===== config.mk =====
export PLATFORM = sky130hd
export DESIGN_NAME = lcd_decimal_field_writer_unit
export DESIGN_NICKNAME = d
export VERILOG_FILES = /design/src/rtl/ldfw_pkg.sv /design/src/rtl/ldfw_front.sv /design/src/rtl/ldfw_queue.sv /design/src/rtl/ldfw_back.sv /design/src/rtl/lcd_decimal_field_writer_unit.sv
export SDC_FILE = /design/constraint.sdc
export NUM_CORES = 1
export LEC_CHECK = 0
export BUFFER_PORTS_ARGS = -buffer_cell sky130_fd_sc_hd__clkbuf_2
export CAP_MARGIN = 20
export CORE_MARGIN = 10
export CORE_UTILIZATION = 54
export CTS_CLUSTER_SIZE = 12
export DETAILED_ROUTE_END_ITERATION = 8
export PLACE_DENSITY = 0.76
export SYNTH_ARGS = -nofsm -noshare
export SYNTH_HDL_FRONTEND = slang
export SYNTH_SLANG_ARGS = --single-unit

===== constraint.sdc =====
create_clock -name clk -period 5.7 [get_ports clk]
set_clock_uncertainty 0.05 [all_clocks]
set_input_delay 0.285 -clock clk [delete_from_list [all_inputs] [get_ports clk]]
set_output_delay 0.285 -clock clk [all_outputs]
set_load 0.02 [all_outputs]

===== src/rtl/ldfw_pkg.sv =====
// ----------------------------------------------------------------------------
// ldfw_pkg
// Shared types and constants for the LCD decimal field writer.
// ----------------------------------------------------------------------------
package ldfw_pkg;

    // Field widths
    localparam int VALUE_W       = 32;
    localparam int LINE_W        = 2;
    localparam int COLUMN_W      = 6;
    localparam int DCOUNT_W      = 4;
    localparam int NIBBLE_W      = 4;
    localparam int BYTE_W        = 8;
    localparam int IN_TDATA_W    = 48;
    localparam int OUT_TDATA_W   = 8;
    localparam int OUT_TUSER_W   = 2;

    // Decimal conversion
    localparam int MAX_DIGITS    = 10;
    localparam int BCD_DIGITS    = 10;
    localparam int DIGIT_IDX_W   = 4;
    localparam int CONV_CNT_W    = 5;
    localparam logic [CONV_CNT_W-1:0] CONV_LAST = CONV_CNT_W'(VALUE_W - 1);

    // Display codes
    localparam logic [LINE_W-1:0]   LINE_FIRST     = 2'd1;
    localparam logic [BYTE_W-1:0]   LINE_TWO_BASE  = 8'd64;
    localparam logic [BYTE_W-1:0]   SET_ADDR_CMD   = 8'h80;
    localparam logic [NIBBLE_W-1:0] ASCII_DIGIT_HI = 4'h3;
    localparam logic                RS_COMMAND     = 1'b0;
    localparam logic                RS_DATA        = 1'b1;

    // Queue depth
    localparam int QUEUE_DEPTH   = 2;
    localparam int QUEUE_PTR_W   = 1;
    localparam int QUEUE_CNT_W   = 2;

    // Classified job handed from front to back
    typedef struct packed {
        logic [VALUE_W-1:0]  value;
        logic                has_cmd;
        logic [BYTE_W-1:0]   cmd_byte;
        logic                has_digits;
        logic [DCOUNT_W-1:0] digit_count;
    } job_t;

    // Queue status seen by front, back and checks
    typedef struct packed {
        logic full;
        logic empty;
    } queue_status_t;

endpackage


===== src/rtl/ldfw_front.sv =====
// ----------------------------------------------------------------------------
// ldfw_front
// Accepts input words and classifies them into jobs for the queue.
// ----------------------------------------------------------------------------
module ldfw_front
(
    input  logic                             s_axis_tvalid,
    output logic                             s_axis_tready,
    input  logic [ldfw_pkg::IN_TDATA_W-1:0]  s_axis_tdata,
    input  ldfw_pkg::queue_status_t          q_status,
    output logic                             q_push,
    output ldfw_pkg::job_t                   q_job
);
    import ldfw_pkg::*;

    logic [VALUE_W-1:0]  value;
    logic [LINE_W-1:0]   line;
    logic [COLUMN_W-1:0] column;
    logic [DCOUNT_W-1:0] digit_count;
    logic [BYTE_W-1:0]   base;
    logic [BYTE_W-1:0]   addr;

    // Unpack the input word
    assign value       = s_axis_tdata[31:0];
    assign line        = s_axis_tdata[33:32];
    assign column      = s_axis_tdata[39:34];
    assign digit_count = s_axis_tdata[43:40];

    // Build the set-address command byte
    assign base = (line == LINE_FIRST) ? '0 : LINE_TWO_BASE;
    assign addr = base + {{(BYTE_W-COLUMN_W){1'b0}}, column} - 8'd1;

    // Classify the job
    always_comb
    begin
        q_job.value       = value;
        q_job.has_cmd     = (line != '0) && (column != '0);
        q_job.cmd_byte    = SET_ADDR_CMD | addr;
        q_job.has_digits  = (digit_count != '0) &&
                            ({28'd0, digit_count} <= 32'(MAX_DIGITS));
        q_job.digit_count = digit_count;
    end

    // Accept while the queue has room
    assign s_axis_tready = !q_status.full;
    assign q_push        = s_axis_tvalid && !q_status.full;

endmodule


===== src/rtl/ldfw_queue.sv =====
// ----------------------------------------------------------------------------
// ldfw_queue
// Two-entry job queue between the front and the back.
// ----------------------------------------------------------------------------
module ldfw_queue
(
    input  logic                    clk,
    input  logic                    rst_n,
    input  logic                    push,
    input  ldfw_pkg::job_t          push_job,
    input  logic                    pop,
    output ldfw_pkg::job_t          pop_job,
    output ldfw_pkg::queue_status_t status
);
    import ldfw_pkg::*;

    job_t                   entry_reg [QUEUE_DEPTH];
    logic [QUEUE_PTR_W-1:0] wr_ptr_reg;
    logic [QUEUE_PTR_W-1:0] rd_ptr_reg;
    logic [QUEUE_CNT_W-1:0] count_reg;
    logic                   do_push;
    logic                   do_pop;

    assign status.full  = (count_reg == QUEUE_CNT_W'(QUEUE_DEPTH));
    assign status.empty = (count_reg == '0);
    assign do_push      = push && !status.full;
    assign do_pop       = pop && !status.empty;
    assign pop_job      = entry_reg[rd_ptr_reg];

    // Advance pointers and count
    always_ff @(posedge clk or negedge rst_n)
    begin
        if (!rst_n)
        begin
            wr_ptr_reg <= '0;
            rd_ptr_reg <= '0;
            count_reg  <= '0;
        end
        else
        begin
            if (do_push)
            begin
                wr_ptr_reg <= wr_ptr_reg + 1'b1;
            end
            if (do_pop)
            begin
                rd_ptr_reg <= rd_ptr_reg + 1'b1;
            end
            if (do_push && !do_pop)
            begin
                count_reg <= count_reg + 1'b1;
            end
            else if (do_pop && !do_push)
            begin
                count_reg <= count_reg - 1'b1;
            end
        end
    end

    // Hold job payloads
    always_ff @(posedge clk)
    begin
        if (do_push)
        begin
            entry_reg[wr_ptr_reg] <= push_job;
        end
    end

endmodule


===== src/rtl/ldfw_back.sv =====
// ----------------------------------------------------------------------------
// ldfw_back
// Converts a job's value to decimal and emits its nibble sequence.
// ----------------------------------------------------------------------------
module ldfw_back
(
    input  logic                              clk,
    input  logic                              rst_n,
    input  ldfw_pkg::queue_status_t           q_status,
    input  ldfw_pkg::job_t                    q_job,
    output logic                              q_pop,
    output logic                              m_axis_tvalid,
    input  logic                              m_axis_tready,
    output logic [ldfw_pkg::OUT_TDATA_W-1:0]  m_axis_tdata,
    output logic [ldfw_pkg::OUT_TUSER_W-1:0]  m_axis_tuser,
    output logic                              m_axis_tlast
);
    import ldfw_pkg::*;

    typedef enum logic [2:0] {
        ST_IDLE,
        ST_CONV,
        ST_CMD_HI,
        ST_CMD_LO,
        ST_DIG_HI,
        ST_DIG_LO
    } state_t;

    state_t                                  state_reg;
    logic [VALUE_W-1:0]                      shift_reg;
    logic [BCD_DIGITS-1:0][NIBBLE_W-1:0]     bcd_reg;
    logic [BCD_DIGITS-1:0][NIBBLE_W-1:0]     bcd_adj;
    logic [CONV_CNT_W-1:0]                   conv_cnt_reg;
    logic [DIGIT_IDX_W-1:0]                  dig_idx_reg;
    logic                                    has_cmd_reg;
    logic                                    has_digits_reg;
    logic [BYTE_W-1:0]                       cmd_byte_reg;
    logic                                    out_valid_reg;
    logic                                    out_rs_reg;
    logic [NIBBLE_W-1:0]                     out_nibble_reg;
    logic                                    out_high_reg;
    logic                                    out_last_reg;
    logic                                    out_free;
    logic                                    emit;

    // Take a job only when idle
    assign q_pop    = (state_reg == ST_IDLE) && !q_status.empty;
    assign out_free = !out_valid_reg || m_axis_tready;
    assign emit     = out_free &&
                      (state_reg inside {ST_CMD_HI, ST_CMD_LO, ST_DIG_HI, ST_DIG_LO});

    // Add-three correction on every BCD digit
    always_comb
    begin
        for (int i = 0; i < BCD_DIGITS; i++)
        begin
            bcd_adj[i] = (bcd_reg[i] >= 4'd5) ? bcd_reg[i] + 4'd3 : bcd_reg[i];
        end
    end

    // State and output register
    always_ff @(posedge clk or negedge rst_n)
    begin
        if (!rst_n)
        begin
            state_reg      <= ST_IDLE;
            out_valid_reg  <= 1'b0;
            out_rs_reg     <= RS_COMMAND;
            out_nibble_reg <= '0;
            out_high_reg   <= 1'b0;
            out_last_reg   <= 1'b0;
        end
        else
        begin
            // Load a new word or drop the one just taken
            if (emit)
            begin
                out_valid_reg <= 1'b1;
            end
            else if (m_axis_tready)
            begin
                out_valid_reg <= 1'b0;
            end
            case (state_reg)
                ST_IDLE:
                begin
                    if (!q_status.empty)
                    begin
                        if (q_job.has_digits)
                        begin
                            state_reg <= ST_CONV;
                        end
                        else if (q_job.has_cmd)
                        begin
                            state_reg <= ST_CMD_HI;
                        end
                    end
                end
                ST_CONV:
                begin
                    if (conv_cnt_reg == CONV_LAST)
                    begin
                        state_reg <= has_cmd_reg ? ST_CMD_HI : ST_DIG_HI;
                    end
                end
                ST_CMD_HI:
                begin
                    if (out_free)
                    begin
                        out_rs_reg     <= RS_COMMAND;
                        out_nibble_reg <= cmd_byte_reg[7:4];
                        out_high_reg   <= 1'b1;
                        out_last_reg   <= 1'b0;
                        state_reg      <= ST_CMD_LO;
                    end
                end
                ST_CMD_LO:
                begin
                    if (out_free)
                    begin
                        out_rs_reg     <= RS_COMMAND;
                        out_nibble_reg <= cmd_byte_reg[3:0];
                        out_high_reg   <= 1'b0;
                        out_last_reg   <= !has_digits_reg;
                        state_reg      <= has_digits_reg ? ST_DIG_HI : ST_IDLE;
                    end
                end
                ST_DIG_HI:
                begin
                    if (out_free)
                    begin
                        out_rs_reg     <= RS_DATA;
                        out_nibble_reg <= ASCII_DIGIT_HI;
                        out_high_reg   <= 1'b1;
                        out_last_reg   <= 1'b0;
                        state_reg      <= ST_DIG_LO;
                    end
                end
                ST_DIG_LO:
                begin
                    if (out_free)
                    begin
                        out_rs_reg     <= RS_DATA;
                        out_nibble_reg <= bcd_reg[dig_idx_reg];
                        out_high_reg   <= 1'b0;
                        out_last_reg   <= (dig_idx_reg == '0);
                        state_reg      <= (dig_idx_reg == '0) ? ST_IDLE : ST_DIG_HI;
                    end
                end
                default:
                begin
                    state_reg <= ST_IDLE;
                end
            endcase
        end
    end

    // Payload and conversion registers
    always_ff @(posedge clk)
    begin
        case (state_reg)
            ST_IDLE:
            begin
                shift_reg      <= q_job.value;
                bcd_reg        <= '0;
                conv_cnt_reg   <= '0;
                has_cmd_reg    <= q_job.has_cmd;
                has_digits_reg <= q_job.has_digits;
                cmd_byte_reg   <= q_job.cmd_byte;
                dig_idx_reg    <= q_job.digit_count - 1'b1;
            end
            ST_CONV:
            begin
                // Shift one binary bit into the BCD digits
                {bcd_reg, shift_reg} <= {bcd_adj, shift_reg} << 1;
                conv_cnt_reg         <= conv_cnt_reg + 1'b1;
            end
            ST_DIG_LO:
            begin
                if (out_free)
                begin
                    dig_idx_reg <= dig_idx_reg - 1'b1;
                end
            end
            default:
            begin
            end
        endcase
    end

    assign m_axis_tvalid = out_valid_reg;
    assign m_axis_tdata  = {{(OUT_TDATA_W-NIBBLE_W){1'b0}}, out_nibble_reg};
    assign m_axis_tuser  = {out_high_reg, out_rs_reg};
    assign m_axis_tlast  = out_last_reg;

endmodule


===== src/rtl/lcd_decimal_field_writer_unit.sv =====
// ----------------------------------------------------------------------------
// lcd_decimal_field_writer_unit
// Writes a 32-bit number as decimal digits on a 4-bit character LCD bus.
// ----------------------------------------------------------------------------
// Each input word carries a number, a line, a column and a digit count; the
// unit answers with a run of bus nibbles (high half first), an optional
// set-address command followed by the requested low decimal digits as ASCII,
// and tlast on the final nibble. A word with nothing to show yields no output.
// The front queues up to two classified words so input is taken while the
// back is busy. The back handles one word at a time: it picks the word up,
// runs binary-to-BCD shifting when digits are shown (the conversion loop),
// then emits the nibbles in turn, holding each while the output side stalls.
module lcd_decimal_field_writer_unit
(
    input  logic                              clk,
    input  logic                              rst_n,
    // tdata: value[31:0], line[33:32], column[39:34], digit_count[43:40]
    input  logic [ldfw_pkg::IN_TDATA_W-1:0]   s_axis_tdata,
    input  logic                              s_axis_tvalid,
    output logic                              s_axis_tready,
    // tdata: nibble[3:0]
    output logic [ldfw_pkg::OUT_TDATA_W-1:0]  m_axis_tdata,
    // tuser: reg_select[0], high_half[1]
    output logic [ldfw_pkg::OUT_TUSER_W-1:0]  m_axis_tuser,
    output logic                              m_axis_tlast,
    output logic                              m_axis_tvalid,
    input  logic                              m_axis_tready
);
    import ldfw_pkg::*;

    job_t          push_job;
    job_t          pop_job;
    logic          q_push;
    logic          q_pop;
    queue_status_t q_status;

    // Front: accept and classify
    ldfw_front u_front
    (
        .s_axis_tvalid (s_axis_tvalid),
        .s_axis_tready (s_axis_tready),
        .s_axis_tdata  (s_axis_tdata),
        .q_status      (q_status),
        .q_push        (q_push),
        .q_job         (push_job)
    );

    // Queue between front and back
    ldfw_queue u_queue
    (
        .clk      (clk),
        .rst_n    (rst_n),
        .push     (q_push),
        .push_job (push_job),
        .pop      (q_pop),
        .pop_job  (pop_job),
        .status   (q_status)
    );

    // Back: convert and emit
    ldfw_back u_back
    (
        .clk           (clk),
        .rst_n         (rst_n),
        .q_status      (q_status),
        .q_job         (pop_job),
        .q_pop         (q_pop),
        .m_axis_tvalid (m_axis_tvalid),
        .m_axis_tready (m_axis_tready),
        .m_axis_tdata  (m_axis_tdata),
        .m_axis_tuser  (m_axis_tuser),
        .m_axis_tlast  (m_axis_tlast)
    );

    // Queue is never full and empty at once
    assert property (@(posedge clk) disable iff (!rst_n)
        !(q_status.full && q_status.empty))
        else $error("queue status is full and empty");

    // A high half never ends a run
    assert property (@(posedge clk) disable iff (!rst_n)
        m_axis_tvalid && m_axis_tuser[1] |-> !m_axis_tlast)
        else $error("tlast on a high nibble");

    // Digit characters always carry the ASCII digit upper nibble
    assert property (@(posedge clk) disable iff (!rst_n)
        m_axis_tvalid && m_axis_tuser[0] && m_axis_tuser[1]
            |-> m_axis_tdata[3:0] == ASCII_DIGIT_HI)
        else $error("bad upper nibble on a digit");

endmodule

Word level (Yosys, flattened, before mapping)
Memory sizes are Yosys's and may differ from the RTL's.
Index checks and enable logic that the tools add are counted.
Operators by class
  $add $sub $neg: 19
  order comparisons: 12
  eq/ne operators: 19
  multiplexer cells: 48
  reductions and logical operators: 40
Operators with widths (number)
  40-bit case mux with 2 select lines: 1
  32-bit case mux with 2 select lines: 1
  4-bit two-way mux: 15
  4-bit by 3-bit greater-or-equal comparator with 1-bit output (second input constant): 10
  4-bit by 2-bit adder with 4-bit output (second input constant): 9
  3-bit two-way mux: 12
  2-bit by 1-bit != test with 1-bit output (second input constant): 9
  3-bit case mux with 6 select lines: 1
  4-bit binary-select mux with 4-bit select: 1
  4-bit case mux with 4 select lines: 1
  2-bit nonzero test: 7
  5-bit case mux with 2 select lines: 1
  1-bit logical AND: 9
  1-bit two-way mux: 8
  4-bit case mux with 2 select lines: 1
  4-bit nonzero test: 2
  2-bit OR reduction: 4
  4-bit by 1-bit subtractor with 4-bit output (second input constant): 2
  7-bit by 6-bit adder with 7-bit output: 1
  7-bit two-way mux: 1
  7-bit AND reduction: 1
  7-bit by 1-bit subtractor with 7-bit output (second input constant): 1
  3-bit by 2-bit equality test with 1-bit output (second input constant): 2
  3-bit equality test (second input constant): 2
  27 further kinds: 36
Storage, ports and cells
  bits in registers: 106
  memory bits (writable): 90
  bits of input ports: 52
  output and inout port bits: 13
  logic and storage cells: 164
  memories kept: 1
Memory list
  u_queue.entry_reg: words 2, width 45, read ports 1, clocked after memory_dff 0, write ports 1, line ldfw_queue.sv:17  | job_t entry_reg [QUEUE_DEPTH];

Logic depth before layout (Yosys ltp)
Gate-level depths: netlist of run 1.
  depth after elaboration: 8
  gate-level depth with buffers: 8
  depth with buffers taken out: 7

Hierarchy
From an unflattened synthesis of run 1, not the netlist that was laid out.
Second synthesis, totals
  cells, all modules: 654
  area total of the unflattened synthesis: 9514.1 µm²
Modules (own cells, without submodules)
  ldfw_back: instances 1, cells an instance 429, area an instance 5437.7 µm², sequential area each 3007.9 µm²
  ldfw_queue: instances 1, cells an instance 162, area an instance 3639.7 µm², sequential area each 2862.7 µm²
  ldfw_front: instances 1, cells an instance 63, area an instance 436.7 µm², sequential area each 0.0 µm²

Worst setup path after synthesis of run 1
Ideal clock, no wire load.
  path kind: register to register
  start: reg u_back.state_reg[2]
  end: reg u_back.state_reg[1]
  setup time: 0.135 ns
  arrival: 5.155 ns
  required time: 5.515 ns
  slack: 0.360 ns
  cell stages (with the launch flop): 5
  buffers on the path: 0
  period minus slack after synthesis: 5.340 ns
  cell sequence: dfrtp_1 nor2_1 o21ai_0 a32oi_1 o21ai_0
On the way
  word-level cells in the longest chain between the ends: 3
  elaborated cells on any way between the ends: 15
  classes of those cells: eq/ne: 12; mux: 1; reduce/logical: 2
RTL lines
  start, declared: line ldfw_back.sv:29  | state_t state_reg;
  start signal, assigned: line ldfw_back.sv:103  | state_reg <= has_cmd_reg ? ST_CMD_HI : ST_DIG_HI;
  start signal, assigned: line ldfw_back.sv:125  | state_reg <= has_digits_reg ? ST_DIG_HI : ST_IDLE;
  start signal, assigned: line ldfw_back.sv:147  | state_reg <= (dig_idx_reg == '0) ? ST_IDLE : ST_DIG_HI;
  3-bit by 1-bit equality test with 1-bit output, or another cell as far along: line ldfw_back.sv:84  | case (state_reg)
  2-bit by 1-bit != test with 1-bit output (no source line), or another cell as far along
  7-bit AND reduction (no source line)
Several ways; a longest one is shown, not always the timed one.
A chain may end at the register's enable or synchronous reset.

Worst setup path in the final report of run 1
  start: reg u_back.state_reg[1]
  end: reg u_back.state_reg[1]
Same word-level chain as after synthesis.

==> impl_metrics.prom, run 1 <==
# TYPE chip_impl_metric gauge
chip_impl_metric{name="netlist_area",unit="sq um"} 8852
chip_impl_info{name="worst-setup-path-type",value="reg2reg"} 1
chip_impl_metric{name="dp_cells",unit=""} 904
chip_impl_metric{name="layout_worst_path_cycle_share",unit="%"} 51.83
chip_impl_metric{name="max-vdd-ir-drop",unit="mV"} 0.2678
chip_impl_metric{name="initial_core_util",unit="%"} 55.33
chip_impl_metric{name="h-tree-depth",unit=""} 4
chip_impl_metric{name="ioPinCount",unit=""} 65
chip_impl_metric{name="finalWorstPathRequiredPeriod",unit="ns"} 2.954
chip_impl_metric{name="die_width",unit="um"} 148.0
chip_impl_metric{name="avgViaCountPerCell",unit=""} 5.448
chip_impl_metric{name="grt_first_pass_wirelength",unit="um"} 26340
chip_impl_metric{name="count_of_state_elements_after_synthesis",unit=""} 195
chip_impl_metric{name="drt-pass1-iter-count",unit=""} 5
chip_impl_metric{name="design.final.nets",unit=""} 815
chip_impl_metric{name="timing_worst_slew_pin_value",unit="ns"} 0.9855
chip_impl_metric{name="synth_edf_count",unit=""} 180
chip_impl_metric{name="dp_slack",unit="ns"} 2.690
chip_impl_metric{name="r2r_setup_slack",unit="ns"} 2.75
chip_impl_metric{name="gp_routability_congestion",unit=""} 0.8277
chip_impl_metric{name="floorplan.die.height",unit="um"} 148.0
chip_impl_metric{name="finalNonFillerCells",unit=""} 964
chip_impl_metric{name="wire_per_inst",unit="um"} 16.46
chip_impl_metric{name="route.detailed.drc",unit=""} 0
chip_impl_metric{name="synth.distinct_cells",unit=""} 50
chip_impl_metric{name="cts_post_setup_buffers_inserted",unit=""} 0
chip_impl_metric{name="layout-drive-gt1-share",unit="%"} 16.04
chip_impl_metric{name="number_of_flip_flops_under_the_largest_register_name",unit=""} 90
chip_impl_info{name="root_buffer",value="sky130_fd_sc_hd__clkbuf_16"} 1
chip_impl_metric{name="via_count_of_the_first_global_routing_pass",unit=""} 5517
chip_impl_metric{name="clock_insertion_delay_worst_skew",unit="ns"} 0.43
chip_impl_metric{name="total_leakage_power",unit="nW"} 3.819
chip_impl_metric{name="syn_area_per_cell",unit="sq um"} 13.47
chip_impl_metric{name="cts.sinks",unit=""} 195
chip_impl_info{name="final_common_cell",value="sky130_fd_sc_hd__edfxtp_1"} 1
chip_impl_metric{name="numCtsBuffers",unit=""} 17
chip_impl_metric{name="floorplan.core_area",unit="sq um"} 16000
chip_impl_info{name="highest_count_cells_in_the_layout_ignoring_fill_and_taps",value="180 x sky130_fd_sc_hd__edfxtp_1, 72 x sky130_fd_sc_hd__nand2_1, 56 x sky130_fd_sc_hd__clkbuf_2"} 1
chip_impl_metric{name="fin_setup_tns",unit="ns"} 0
chip_impl_metric{name="cap_viol_max_count",unit=""} 0
chip_impl_metric{name="postRouteAntennaNets",unit=""} 0
chip_impl_metric{name="grt_util_all_layers",unit="%"} 14.81
chip_impl_metric{name="cts_resized",unit=""} 0
chip_impl_metric{name="filler_cell_count",unit=""} 1182
chip_impl_metric{name="io_buffer_count",unit=""} 56
chip_impl_metric{name="antenna_cells",unit=""} 0
chip_impl_info{name="dominantRegCellSynth",value="sky130_fd_sc_hd__edfxtp_1"} 1
chip_impl_info{name="rsz0062_at_grt",value="false"} 1
chip_impl_metric{name="finalSetupViolations",unit=""} 0
chip_impl_metric{name="row_count",unit=""} 46
chip_impl_metric{name="minimum_setup_slack_in_the_final_design",unit="ns"} 2.746
chip_impl_metric{name="drv_slew",unit=""} 0
chip_impl_metric{name="area_delta_synth_final",unit="%"} 14.52
chip_impl_metric{name="drt_first_iter_violations",unit=""} 523
chip_impl_metric{name="multi_input_comb_area",unit="sq um"} 2820
chip_impl_metric{name="synth_seq_area_share",unit="%"} 65.30
chip_impl_metric{name="cts-root-to-sink-buffers",unit=""} 2
chip_impl_metric{name="final-seq-area",unit="sq um"} 5782
chip_impl_info{name="cp-end-kind",value="flip-flop"} 1
chip_impl_metric{name="postSynthCellCount",unit=""} 657
chip_impl_metric{name="grt_antenna_before_repair",unit=""} 0
chip_impl_metric{name="fmax",unit="MHz"} 338.5
chip_impl_metric{name="synth_async_sr_flop_share",unit="%"} 7.692
chip_impl_metric{name="pwr_dens",unit="nW/um^2"} 556.4
chip_impl_info{name="startpoint_type",value="flip-flop"} 1
chip_impl_metric{name="via_count",unit=""} 5252
chip_impl_metric{name="wl",unit="um"} 15870
chip_impl_metric{name="grt_max_degree",unit=""} 65
chip_impl_info{name="run_status",value="complete, no violations"} 1
chip_impl_info{name="cts_tree",value="yes"} 1
chip_impl_metric{name="hold_viol",unit=""} 0
chip_impl_metric{name="critPathRequiredTime",unit="ns"} 5.95
chip_impl_metric{name="dpl-instance-area",unit="sq um"} 9291
chip_impl_metric{name="dieArea",unit="sq um"} 21910
chip_impl_info{name="hp-class",value="in2reg"} 1
chip_impl_metric{name="yosysWarningCount",unit=""} 0
chip_impl_metric{name="critical_path.max_fanout",unit=""} 58
chip_impl_metric{name="finish.utilization",unit="%"} 63.36
chip_impl_metric{name="cts.reportedPaths.clkPinSlew",unit="ns"} 0.07
chip_impl_metric{name="max-slew-margin-rel",unit="%"} 34.30
chip_impl_metric{name="worstPathArrival",unit="ns"} 3.20
chip_impl_metric{name="grt-ovfl-total",unit=""} 0
chip_impl_metric{name="place_hpwl",unit="um"} 10230
chip_impl_metric{name="finalInstanceArea",unit="sq um"} 10140
## stage by stage
stage	total power, mW	hold slack [ns]
2_1_floorplan	4.098	-0.06059
3_3_place_gp	4.401	0.1575
3_5_place_dp	4.550	0.1719
4_1_cts	5.655	0.004866
5_1_grt	6.024	0.006514
6_report	5.640	0.01526
## final cells by class
class | count | area share, %
clock buffers | 19 | 4.271
repair buffers | 90 | 6.196
clock inverters | 11 | 0.9380
flip-flops and latches | 195 | 57.04
inverters | 29 | 1.074
well taps | 216 | 2.666
multi-input cells | 404 | 27.82
## kinds of logic (layout without fill, tap and decap cells)
kind of cell    Yosys count  after routing  share of synthesized area, %
mux                      59             59                         8.000
flops                   195            195                         65.30
compound gates          110            110                         7.223
other cells               1              4                       0.04236
buf+inv                  61            149                         3.166
xor+xnor                 34             34                         3.364
simple gates            171            171                         9.230
fa+ha+maj                26             26                         3.675
## report_power, final
group / internal [mW] / leakage [nW] / switching (mW) / total, mW
clock network: 0.567 / 0.260 / 0.524 / 1.09
registers: 2.32 / 1.93 / 0.372 / 2.69
logic: 0.760 / 1.63 / 1.10 / 1.86
total: 3.65 / 3.82 / 1.99 / 5.64
## per-layer routing
layer | share of wire, % | vias up | track usage [%]
met5 | 0 | - | 0
met1 | 42 | 2567 | 17.09
met3 | 5.3 | 12 | 4.823
met4 | 0.84 | 0 | 4.063
met2 | 52 | 120 | 25.81
li1 | - | 2553 | -
## final timing paths
check	startpoint	to	cells past startpoint
setup / recovery	u_back.state_reg[1]$_DFFE_PN0P_	u_back.state_reg[1]$_DFFE_PN0P_	5
hold / removal	s_axis_tdata[30]	u_queue.entry_reg[1][43]$_DFFE_PP_	1
setup reg to reg	u_back.state_reg[1]$_DFFE_PN0P_	u_back.state_reg[1]$_DFFE_PN0P_	5
hold reg to reg	u_back.out_rs_reg$_DFFE_PN0P_	u_back.out_rs_reg$_DFFE_PN0P_	2
max in group asynchronous	rst_n	u_queue.rd_ptr_reg$_DFFE_PN0P_	2
min in group asynchronous	rst_n	u_back.out_nibble_reg[3]$_DFFE_PN0P_	2
## synth_stat cells (2+ instances only)
cell type                  count  area, sq um
sky130_fd_sc_hd__xor2_1       16        140.1
sky130_fd_sc_hd__edfxtp_1    180         5405
sky130_fd_sc_hd__o21ai_0      53        265.3
sky130_fd_sc_hd__xnor2_1      18        157.7
sky130_fd_sc_hd__dfrtp_1      15        375.4
sky130_fd_sc_hd__nor4_1        3        18.77
sky130_fd_sc_hd__buf_2        12        60.06
sky130_fd_sc_hd__buf_4         7        52.55
sky130_fd_sc_hd__nand3_1       3        15.01
sky130_fd_sc_hd__and3_1        5        31.28
sky130_fd_sc_hd__a22oi_1       3        22.52
sky130_fd_sc_hd__ha_1         26        325.3
sky130_fd_sc_hd__nor3_1       13        65.06
sky130_fd_sc_hd__a31oi_1       4        25.02
sky130_fd_sc_hd__clkbuf_2      2        10.01
sky130_fd_sc_hd__mux2_2       14        157.7
sky130_fd_sc_hd__nor2b_1      14        87.58
sky130_fd_sc_hd__buf_1         2        7.510
sky130_fd_sc_hd__clkbuf_1      8        30.03
sky130_fd_sc_hd__inv_1        29        108.9
sky130_fd_sc_hd__a221oi_1      4        35.03
sky130_fd_sc_hd__a21oi_1      25        125.1
sky130_fd_sc_hd__mux4_2        8        180.2
sky130_fd_sc_hd__a211oi_1     10        75.07
sky130_fd_sc_hd__nand2b_1     15        93.84
sky130_fd_sc_hd__nor2_1       37        138.9
sky130_fd_sc_hd__mux2i_1      37        370.4
sky130_fd_sc_hd__nand2_1      72        270.3
## critical path: stages, from the launching register on
cell,delay (ns)
sky130_fd_sc_hd__dfrtp_1,0.61
sky130_fd_sc_hd__nor2_4,0.69
sky130_fd_sc_hd__buf_4,0.70
sky130_fd_sc_hd__o21ai_0,0.39
sky130_fd_sc_hd__a32oi_1,0.28
sky130_fd_sc_hd__o21ai_0,0.10
## what timing repair did
| action | 4_1_cts | 5_1_grt |
|---|---|---|
| hold endpoints to repair | 68 | 2 |
| hold buffers | 28 | 1 |
| setup endpoints to repair | 0 | 0 |
Note: power is estimated with default switching activity, not from simulation.
==> run 2: changes to the inputs <==
clock period = 2.7 ns   (was 5.7 ns; I/O delays follow)
==> run 2 against run 1 <==
Compared with the run above:
- final cell count rose by 2.0%
- clock power is 140% higher
- flip-flop and latch count is the same
- setup slack got worse by 2.2 ns
- core utilization grew 1.5 points
- global-route usage grew 0.68 points
- maximum frequency is 38% higher
- worst hold slack better by 0.011 ns
- non-clock buffer count increased by 17
- critical path type unchanged
- largest cell class unchanged
- highest routed layer unchanged
==> impl_metrics.prom, run 2 (synthesis results as in run 1) <==
# TYPE chip_impl_metric gauge
chip_impl_metric{name="design.final.nets",unit=""} 832
chip_impl_metric{name="dp_slack",unit="ns"} 0.5901
chip_impl_info{name="crit_path_max_delay_cell_type",value="sky130_fd_sc_hd__dfrtp_1"} 1
chip_impl_metric{name="multi_input_comb_area",unit="sq um"} 2820
chip_impl_metric{name="cap_viol_max_count",unit=""} 0
chip_impl_info{name="ordered_cell_list_for_the_critical_path",value="or3_4 -> inv_1 -> o21ai_0 -> ha_1 -> xor2_1 -> nor2_1 -> xor2_1"} 1
chip_impl_metric{name="cts-root-to-sink-buffers",unit=""} 2
chip_impl_metric{name="gp_routability_congestion",unit=""} 0.8389
chip_impl_metric{name="postRouteAntennaNets",unit=""} 0
chip_impl_metric{name="route.detailed.drc",unit=""} 0
chip_impl_metric{name="fmax",unit="MHz"} 467.1
chip_impl_metric{name="grt-ovfl-total",unit=""} 0
chip_impl_metric{name="layout_worst_path_cycle_share",unit="%"} 79.29
chip_impl_metric{name="numCtsBuffers",unit=""} 17
chip_impl_metric{name="timing_worst_slew_pin_value",unit="ns"} 0.7300
chip_impl_metric{name="wire_per_inst",unit="um"} 17.04
chip_impl_metric{name="grt_antenna_before_repair",unit=""} 0
chip_impl_metric{name="finalWorstPathRequiredPeriod",unit="ns"} 2.141
chip_impl_metric{name="number_of_flip_flops_under_the_largest_register_name",unit=""} 90
chip_impl_metric{name="cts_resized",unit=""} 0
chip_impl_metric{name="finalSetupViolations",unit=""} 0
chip_impl_metric{name="initial_core_util",unit="%"} 55.33
chip_impl_metric{name="grt_first_pass_wirelength",unit="um"} 27290
chip_impl_metric{name="filler_cell_count",unit=""} 1160
chip_impl_info{name="final_common_cell",value="sky130_fd_sc_hd__edfxtp_1"} 1
chip_impl_metric{name="worstPathArrival",unit="ns"} 2.44
chip_impl_info{name="cts_tree",value="yes"} 1
chip_impl_metric{name="fin_setup_tns",unit="ns"} 0
chip_impl_metric{name="minimum_setup_slack_in_the_final_design",unit="ns"} 0.5591
chip_impl_metric{name="max-vdd-ir-drop",unit="mV"} 0.6162
chip_impl_metric{name="total_leakage_power",unit="nW"} 3.937
chip_impl_metric{name="clock_insertion_delay_worst_skew",unit="ns"} 0.43
chip_impl_info{name="run_status",value="complete, no violations"} 1
chip_impl_metric{name="pwr_dens",unit="nW/um^2"} 1191
chip_impl_info{name="worst-setup-path-type",value="reg2reg"} 1
chip_impl_info{name="critical-path-top-delay-family",value="simple AND/OR/NAND/NOR gates"} 1
chip_impl_metric{name="cts.reportedPaths.clkPinSlew",unit="ns"} 0.08
chip_impl_metric{name="hold_viol",unit=""} 0
chip_impl_metric{name="grt_util_all_layers",unit="%"} 15.49
chip_impl_metric{name="layout-drive-gt1-share",unit="%"} 17.08
chip_impl_metric{name="h-tree-depth",unit=""} 4
chip_impl_info{name="hp-class",value="in2reg"} 1
chip_impl_info{name="cp_common_cell",value="sky130_fd_sc_hd__xor2_1"} 1
chip_impl_info{name="root_buffer",value="sky130_fd_sc_hd__clkbuf_16"} 1
chip_impl_metric{name="critPathRequiredTime",unit="ns"} 3.00
chip_impl_info{name="startpoint_type",value="flip-flop"} 1
chip_impl_metric{name="dieArea",unit="sq um"} 21910
chip_impl_metric{name="cts_post_setup_buffers_inserted",unit=""} 0
chip_impl_metric{name="antenna_cells",unit=""} 0
chip_impl_metric{name="ioPinCount",unit=""} 65
chip_impl_metric{name="final-seq-area",unit="sq um"} 5782
chip_impl_info{name="highest_count_cells_in_the_layout_ignoring_fill_and_taps",value="180 x sky130_fd_sc_hd__edfxtp_1, 72 x sky130_fd_sc_hd__nand2_1, 56 x sky130_fd_sc_hd__clkbuf_2"} 1
chip_impl_metric{name="floorplan.core_area",unit="sq um"} 16000
chip_impl_metric{name="avgViaCountPerCell",unit=""} 5.430
chip_impl_metric{name="place_hpwl",unit="um"} 10670
chip_impl_metric{name="row_count",unit=""} 46
chip_impl_metric{name="drt_first_iter_violations",unit=""} 460
chip_impl_metric{name="io_buffer_count",unit=""} 56
chip_impl_info{name="cp-end-kind",value="flip-flop"} 1
chip_impl_metric{name="cts.sinks",unit=""} 195
chip_impl_metric{name="drt-pass1-iter-count",unit=""} 5
chip_impl_metric{name="die_width",unit="um"} 148.0
chip_impl_metric{name="via_count",unit=""} 5338
chip_impl_metric{name="critical_path.max_stage_delay",unit="ns"} 0.61
chip_impl_metric{name="grt_max_degree",unit=""} 65
chip_impl_metric{name="area_delta_synth_final",unit="%"} 17.22
chip_impl_metric{name="via_count_of_the_first_global_routing_pass",unit=""} 5584
chip_impl_metric{name="total_power",unit="mW"} 12.36
chip_impl_metric{name="drv_slew",unit=""} 0
chip_impl_metric{name="wl",unit="um"} 16750
chip_impl_info{name="rsz0062_at_grt",value="false"} 1
chip_impl_metric{name="floorplan.die.height",unit="um"} 148.0
chip_impl_metric{name="worst-path-buf-inv",unit=""} 1
chip_impl_metric{name="critical_path.max_fanout",unit=""} 20
chip_impl_metric{name="max-slew-margin-rel",unit="%"} 51.33
[run 2: power breakdown]
part           switching [mW]  internal [mW]
clock                    1.19           1.41
sequential              0.770           4.89
combinational            2.40           1.69
total                    4.36           7.99
[run 2: final cells by class]
| type | instances | area share (%) |
|---|---|---|
| Tap cell | 216 | 2.605 |
| Sequential cell | 195 | 55.72 |
| Timing Repair Buffer | 107 | 7.549 |
| Clock buffer | 17 | 4.100 |
| Multi-Input combinational cell | 404 | 27.18 |
| Inverter | 29 | 1.049 |
| Clock inverter | 15 | 1.797 |
[run 2: worst paths after layout]
kind | from | end | slack, ns | depth (start not counted)
hold reg to reg | u_back.out_rs_reg$_DFFE_PN0P_ | u_back.out_rs_reg$_DFFE_PN0P_ | 0.44 | 2
setup reg to reg | u_back.state_reg[1]$_DFFE_PN0P_ | u_queue.count_reg[1]$_DFFE_PN0P_ | 0.56 | 7
min in group asynchronous | rst_n | u_back.state_reg[2]$_DFFE_PN0P_ | 0.10 | 2
setup / recovery | u_back.state_reg[1]$_DFFE_PN0P_ | u_queue.count_reg[1]$_DFFE_PN0P_ | 0.56 | 7
max in group asynchronous | rst_n | u_queue.rd_ptr_reg$_DFFE_PN0P_ | 2.21 | 2
hold / removal | s_axis_tdata[39] | u_queue.entry_reg[0][10]$_DFFE_PP_ | 0.03 | 2
[run 2: per-layer routing]
layer,share of wire [%],global-route usage (%),wire length (um)
met1,41,17.38,6852
met2,54,27.85,8979
met3,4.4,4.640,743
met4,1.1,4.311,176
met5,0,0,0
[run 2: repair_timing]
action | CTS | global route
hold buffers | 38 | 0
endpoints found under the hold margin | 89 | 0
setup endpoints to repair | 0 | 0
[run 2: per-stage QoR]
stage | util [%] | instance area (sq um) | cells | hold WS, ns
floorplan | - | 8874 | 660 | -0.2106
global placement | 58.65 | 9384 | 913 | 0.01044
detailed placement | 58.65 | 9384 | 913 | 0.02024
CTS | 64.85 | 10380 | 983 | 0.01123
global route | 64.85 | 10380 | 983 | 0.01667
finish | 64.85 | 10380 | 983 | 0.02595
==> run 3: changes to the inputs <==
clock period = 1.76 ns   (was 2.7 ns; I/O delays follow)
==> run 3 against run 2 <==
Compared with the run above:
- register-to-register slack worse by 0.52 ns
- flip-flop and latch count stayed put
- routed wire length is 2.6% higher
- maximum frequency is 24% higher
- combinational power is 79% higher
- non-clock buffer count is 22 higher
- sequential share of layout area is 1.7 points lower
- via count is 3.6% higher
- critical path type unchanged
- critical endpoint is now u_back.dig_idx_reg[3]$_DFFE_PP_
- largest cell class unchanged
- highest routed layer unchanged
==> impl_metrics.prom, run 3 (synthesis results as in run 1) <==
# TYPE chip_impl_metric gauge
chip_impl_metric{name="number_of_flip_flops_under_the_largest_register_name",unit=""} 90
chip_impl_info{name="hp-class",value="in2reg"} 1
chip_impl_metric{name="drv_slew",unit=""} 0
chip_impl_metric{name="finalSetupViolations",unit=""} 0
chip_impl_info{name="crit_path_max_delay_cell_type",value="sky130_fd_sc_hd__dfrtp_2"} 1
chip_impl_metric{name="design.final.nets",unit=""} 854
chip_impl_info{name="rsz0062_at_grt",value="true"} 1
chip_impl_metric{name="layout_worst_path_cycle_share",unit="%"} 97.80
chip_impl_metric{name="fmax",unit="MHz"} 581.0
chip_impl_info{name="cts_tree",value="yes"} 1
chip_impl_metric{name="floorplan.die.height",unit="um"} 148.0
chip_impl_metric{name="critical_path.max_fanout",unit=""} 14
chip_impl_metric{name="via_count",unit=""} 5532
chip_impl_metric{name="grt_util_all_layers",unit="%"} 15.91
chip_impl_metric{name="total_leakage_power",unit="nW"} 4.058
chip_impl_metric{name="area_delta_synth_final",unit="%"} 20.90
chip_impl_info{name="startpoint_type",value="flip-flop"} 1
chip_impl_metric{name="dpl-instance-area",unit="sq um"} 9573
chip_impl_info{name="final_common_cell",value="sky130_fd_sc_hd__edfxtp_1"} 1
chip_impl_metric{name="grt_max_degree",unit=""} 59
chip_impl_metric{name="drt-pass1-iter-count",unit=""} 6
chip_impl_metric{name="die_width",unit="um"} 148.0
chip_impl_metric{name="via_count_of_the_first_global_routing_pass",unit=""} 5849
chip_impl_metric{name="worstPathArrival",unit="ns"} 1.84
chip_impl_metric{name="critPathRequiredTime",unit="ns"} 1.88
chip_impl_metric{name="worst-path-buf-inv",unit=""} 1
chip_impl_info{name="worst-setup-path-type",value="reg2reg"} 1
chip_impl_metric{name="grt-ovfl-total",unit=""} 0
chip_impl_metric{name="postRouteAntennaNets",unit=""} 0
chip_impl_metric{name="multi_input_comb_area",unit="sq um"} 2925
chip_impl_metric{name="drt_first_iter_violations",unit=""} 426
chip_impl_metric{name="fin_setup_tns",unit="ns"} 0
chip_impl_metric{name="floorplan.core_area",unit="sq um"} 16000
chip_impl_metric{name="cts.reportedPaths.clkPinSlew",unit="ns"} 0.07
chip_impl_metric{name="avgViaCountPerCell",unit=""} 5.515
chip_impl_metric{name="clock_insertion_delay_worst_skew",unit="ns"} 0.42
chip_impl_info{name="highest_count_cells_in_the_layout_ignoring_fill_and_taps",value="180 x sky130_fd_sc_hd__edfxtp_1, 71 x sky130_fd_sc_hd__nand2_1, 56 x sky130_fd_sc_hd__clkbuf_2"} 1
chip_impl_info{name="run_status",value="complete, no violations"} 1
chip_impl_info{name="root_buffer",value="sky130_fd_sc_hd__clkbuf_16"} 1
chip_impl_info{name="critical-path-top-delay-family",value="flip-flops"} 1
chip_impl_metric{name="cap_viol_max_count",unit=""} 0
chip_impl_metric{name="initial_core_util",unit="%"} 55.33
chip_impl_metric{name="critical_path.max_stage_delay",unit="ns"} 0.40
chip_impl_metric{name="cts-root-to-sink-buffers",unit=""} 2
chip_impl_metric{name="finalInstanceArea",unit="sq um"} 10700
chip_impl_metric{name="gp_routability_congestion",unit=""} 0.8369
chip_impl_metric{name="wire_per_inst",unit="um"} 17.13
chip_impl_info{name="ordered_cell_list_for_the_critical_path",value="buf_4 -> nand3b_4 -> mux2i_1 -> nand3_1 -> xor2_1"} 1
chip_impl_metric{name="grt_antenna_before_repair",unit=""} 0
chip_impl_metric{name="finalWorstPathRequiredPeriod",unit="ns"} 1.721
chip_impl_info{name="cp-end-kind",value="flip-flop"} 1
chip_impl_metric{name="antenna_cells",unit=""} 0
chip_impl_metric{name="grt_first_pass_wirelength",unit="um"} 28580
chip_impl_metric{name="io_buffer_count",unit=""} 56
chip_impl_metric{name="row_count",unit=""} 46
chip_impl_metric{name="filler_cell_count",unit=""} 1147
chip_impl_metric{name="dieArea",unit="sq um"} 21910
chip_impl_metric{name="hold_viol",unit=""} 0
chip_impl_metric{name="h-tree-depth",unit=""} 4
chip_impl_metric{name="ioPinCount",unit=""} 65
chip_impl_metric{name="wl",unit="um"} 17180
chip_impl_metric{name="cts.sinks",unit=""} 195
chip_impl_metric{name="numCtsBuffers",unit=""} 17
chip_impl_metric{name="route.detailed.drc",unit=""} 0
chip_impl_metric{name="place_hpwl",unit="um"} 10700
chip_impl_metric{name="max-vdd-ir-drop",unit="mV"} 0.8992
chip_impl_metric{name="layout-drive-gt1-share",unit="%"} 21.60
chip_impl_metric{name="final-seq-area",unit="sq um"} 5784
chip_impl_metric{name="pwr_dens",unit="nW/um^2"} 1848
-- run 3: cell types whose count changed in the layout (fill, tap and decap cells not counted), moves of 3 or more --
cell,before,now
sky130_fd_sc_hd__a21oi_1,25,16
sky130_fd_sc_hd__a21oi_2,0,7
sky130_fd_sc_hd__buf_12,2,6
sky130_fd_sc_hd__buf_4,11,24
sky130_fd_sc_hd__dlygate4sd3_1,38,41
sky130_fd_sc_hd__ha_1,26,23
sky130_fd_sc_hd__inv_8,6,0
sky130_fd_sc_hd__o21ai_0,53,18
sky130_fd_sc_hd__o21ai_1,1,34
-- run 3: worst paths after layout --
| kind | cells after the start | startpoint | endpoint | slack [ns] |
|---|---|---|---|---|
| max in group asynchronous | 2 | rst_n | u_back.state_reg[2]$_DFFE_PN0P_ | 1.28 |
| min reg2reg | 2 | u_back.out_rs_reg$_DFFE_PN0P_ | u_back.out_rs_reg$_DFFE_PN0P_ | 0.46 |
| min | 2 | s_axis_tdata[36] | u_queue.entry_reg[0][7]$_DFFE_PP_ | 0.01 |
| max reg2reg | 5 | u_back.state_reg[2]$_DFFE_PN0P_ | u_back.dig_idx_reg[3]$_DFFE_PP_ | 0.04 |
| min in group asynchronous | 2 | rst_n | u_back.out_nibble_reg[3]$_DFFE_PN0P_ | 0.06 |
| max | 5 | u_back.state_reg[2]$_DFFE_PN0P_ | u_back.dig_idx_reg[3]$_DFFE_PP_ | 0.04 |
-- run 3: final cells by class --
class	instances	share of cell area, %
clock buffer	18	4.010
clock inverter	12	1.438
inverter	29	1.052
multi-input combinational	404	27.33
sequential	195	54.04
tap	216	2.525
timing repair buffer	129	9.598
-- run 3: routing by layer --
layer | GRT usage [%] | part of all wire [%] | up-vias
met5 | 0 | 0 | -
met4 | 5.253 | 1.3 | 0
met3 | 3.449 | 4.9 | 23
met2 | 27.76 | 53 | 150
met1 | 19.10 | 41 | 2734
li1 | - | - | 2625
-- run 3: worst reg2reg max path, delay by kind of cell, from the launching register on --
family / cells / cell delay (ns)
mux: 1 / 0.33
buf+inv: 1 / 0.20
flops: 1 / 0.40
simple gates: 2 / 0.31
xor+xnor: 1 / 0.18
-- run 3: timing repair --
action                                 in CTS  in global routing
resized for setup                           5                 19
endpoints found under the hold margin      96                  0
hold buffers                               41                  0
setup buffers                               1                  2
pin swaps                                   1                  7
cloned                                      0                  1
setup endpoints to repair                   3                 56
-- run 3: metrics by stage --
stage	std cells	util, %	hold slack, ns	total power, mW	setup slack [ns]
floorplan	660	-	-0.2576	13.49	-0.8371
global placement	928	59.83	-0.02383	15.02	0.02799
detailed placement	928	59.83	-0.01799	15.48	-0.06975
CTS	1000	66.17	0.004123	19.48	0.02124
global route	1003	66.89	0.008800	21.05	-0.04047
finish	1003	66.89	0.01261	19.78	0.03870
-- run 3: report_power, final --
part           switching (mW)  total (mW)  internal [mW]
Clock                    1.66        3.89           2.23
Sequential               1.09        8.59           7.50
Combinational            4.13        7.31           3.18
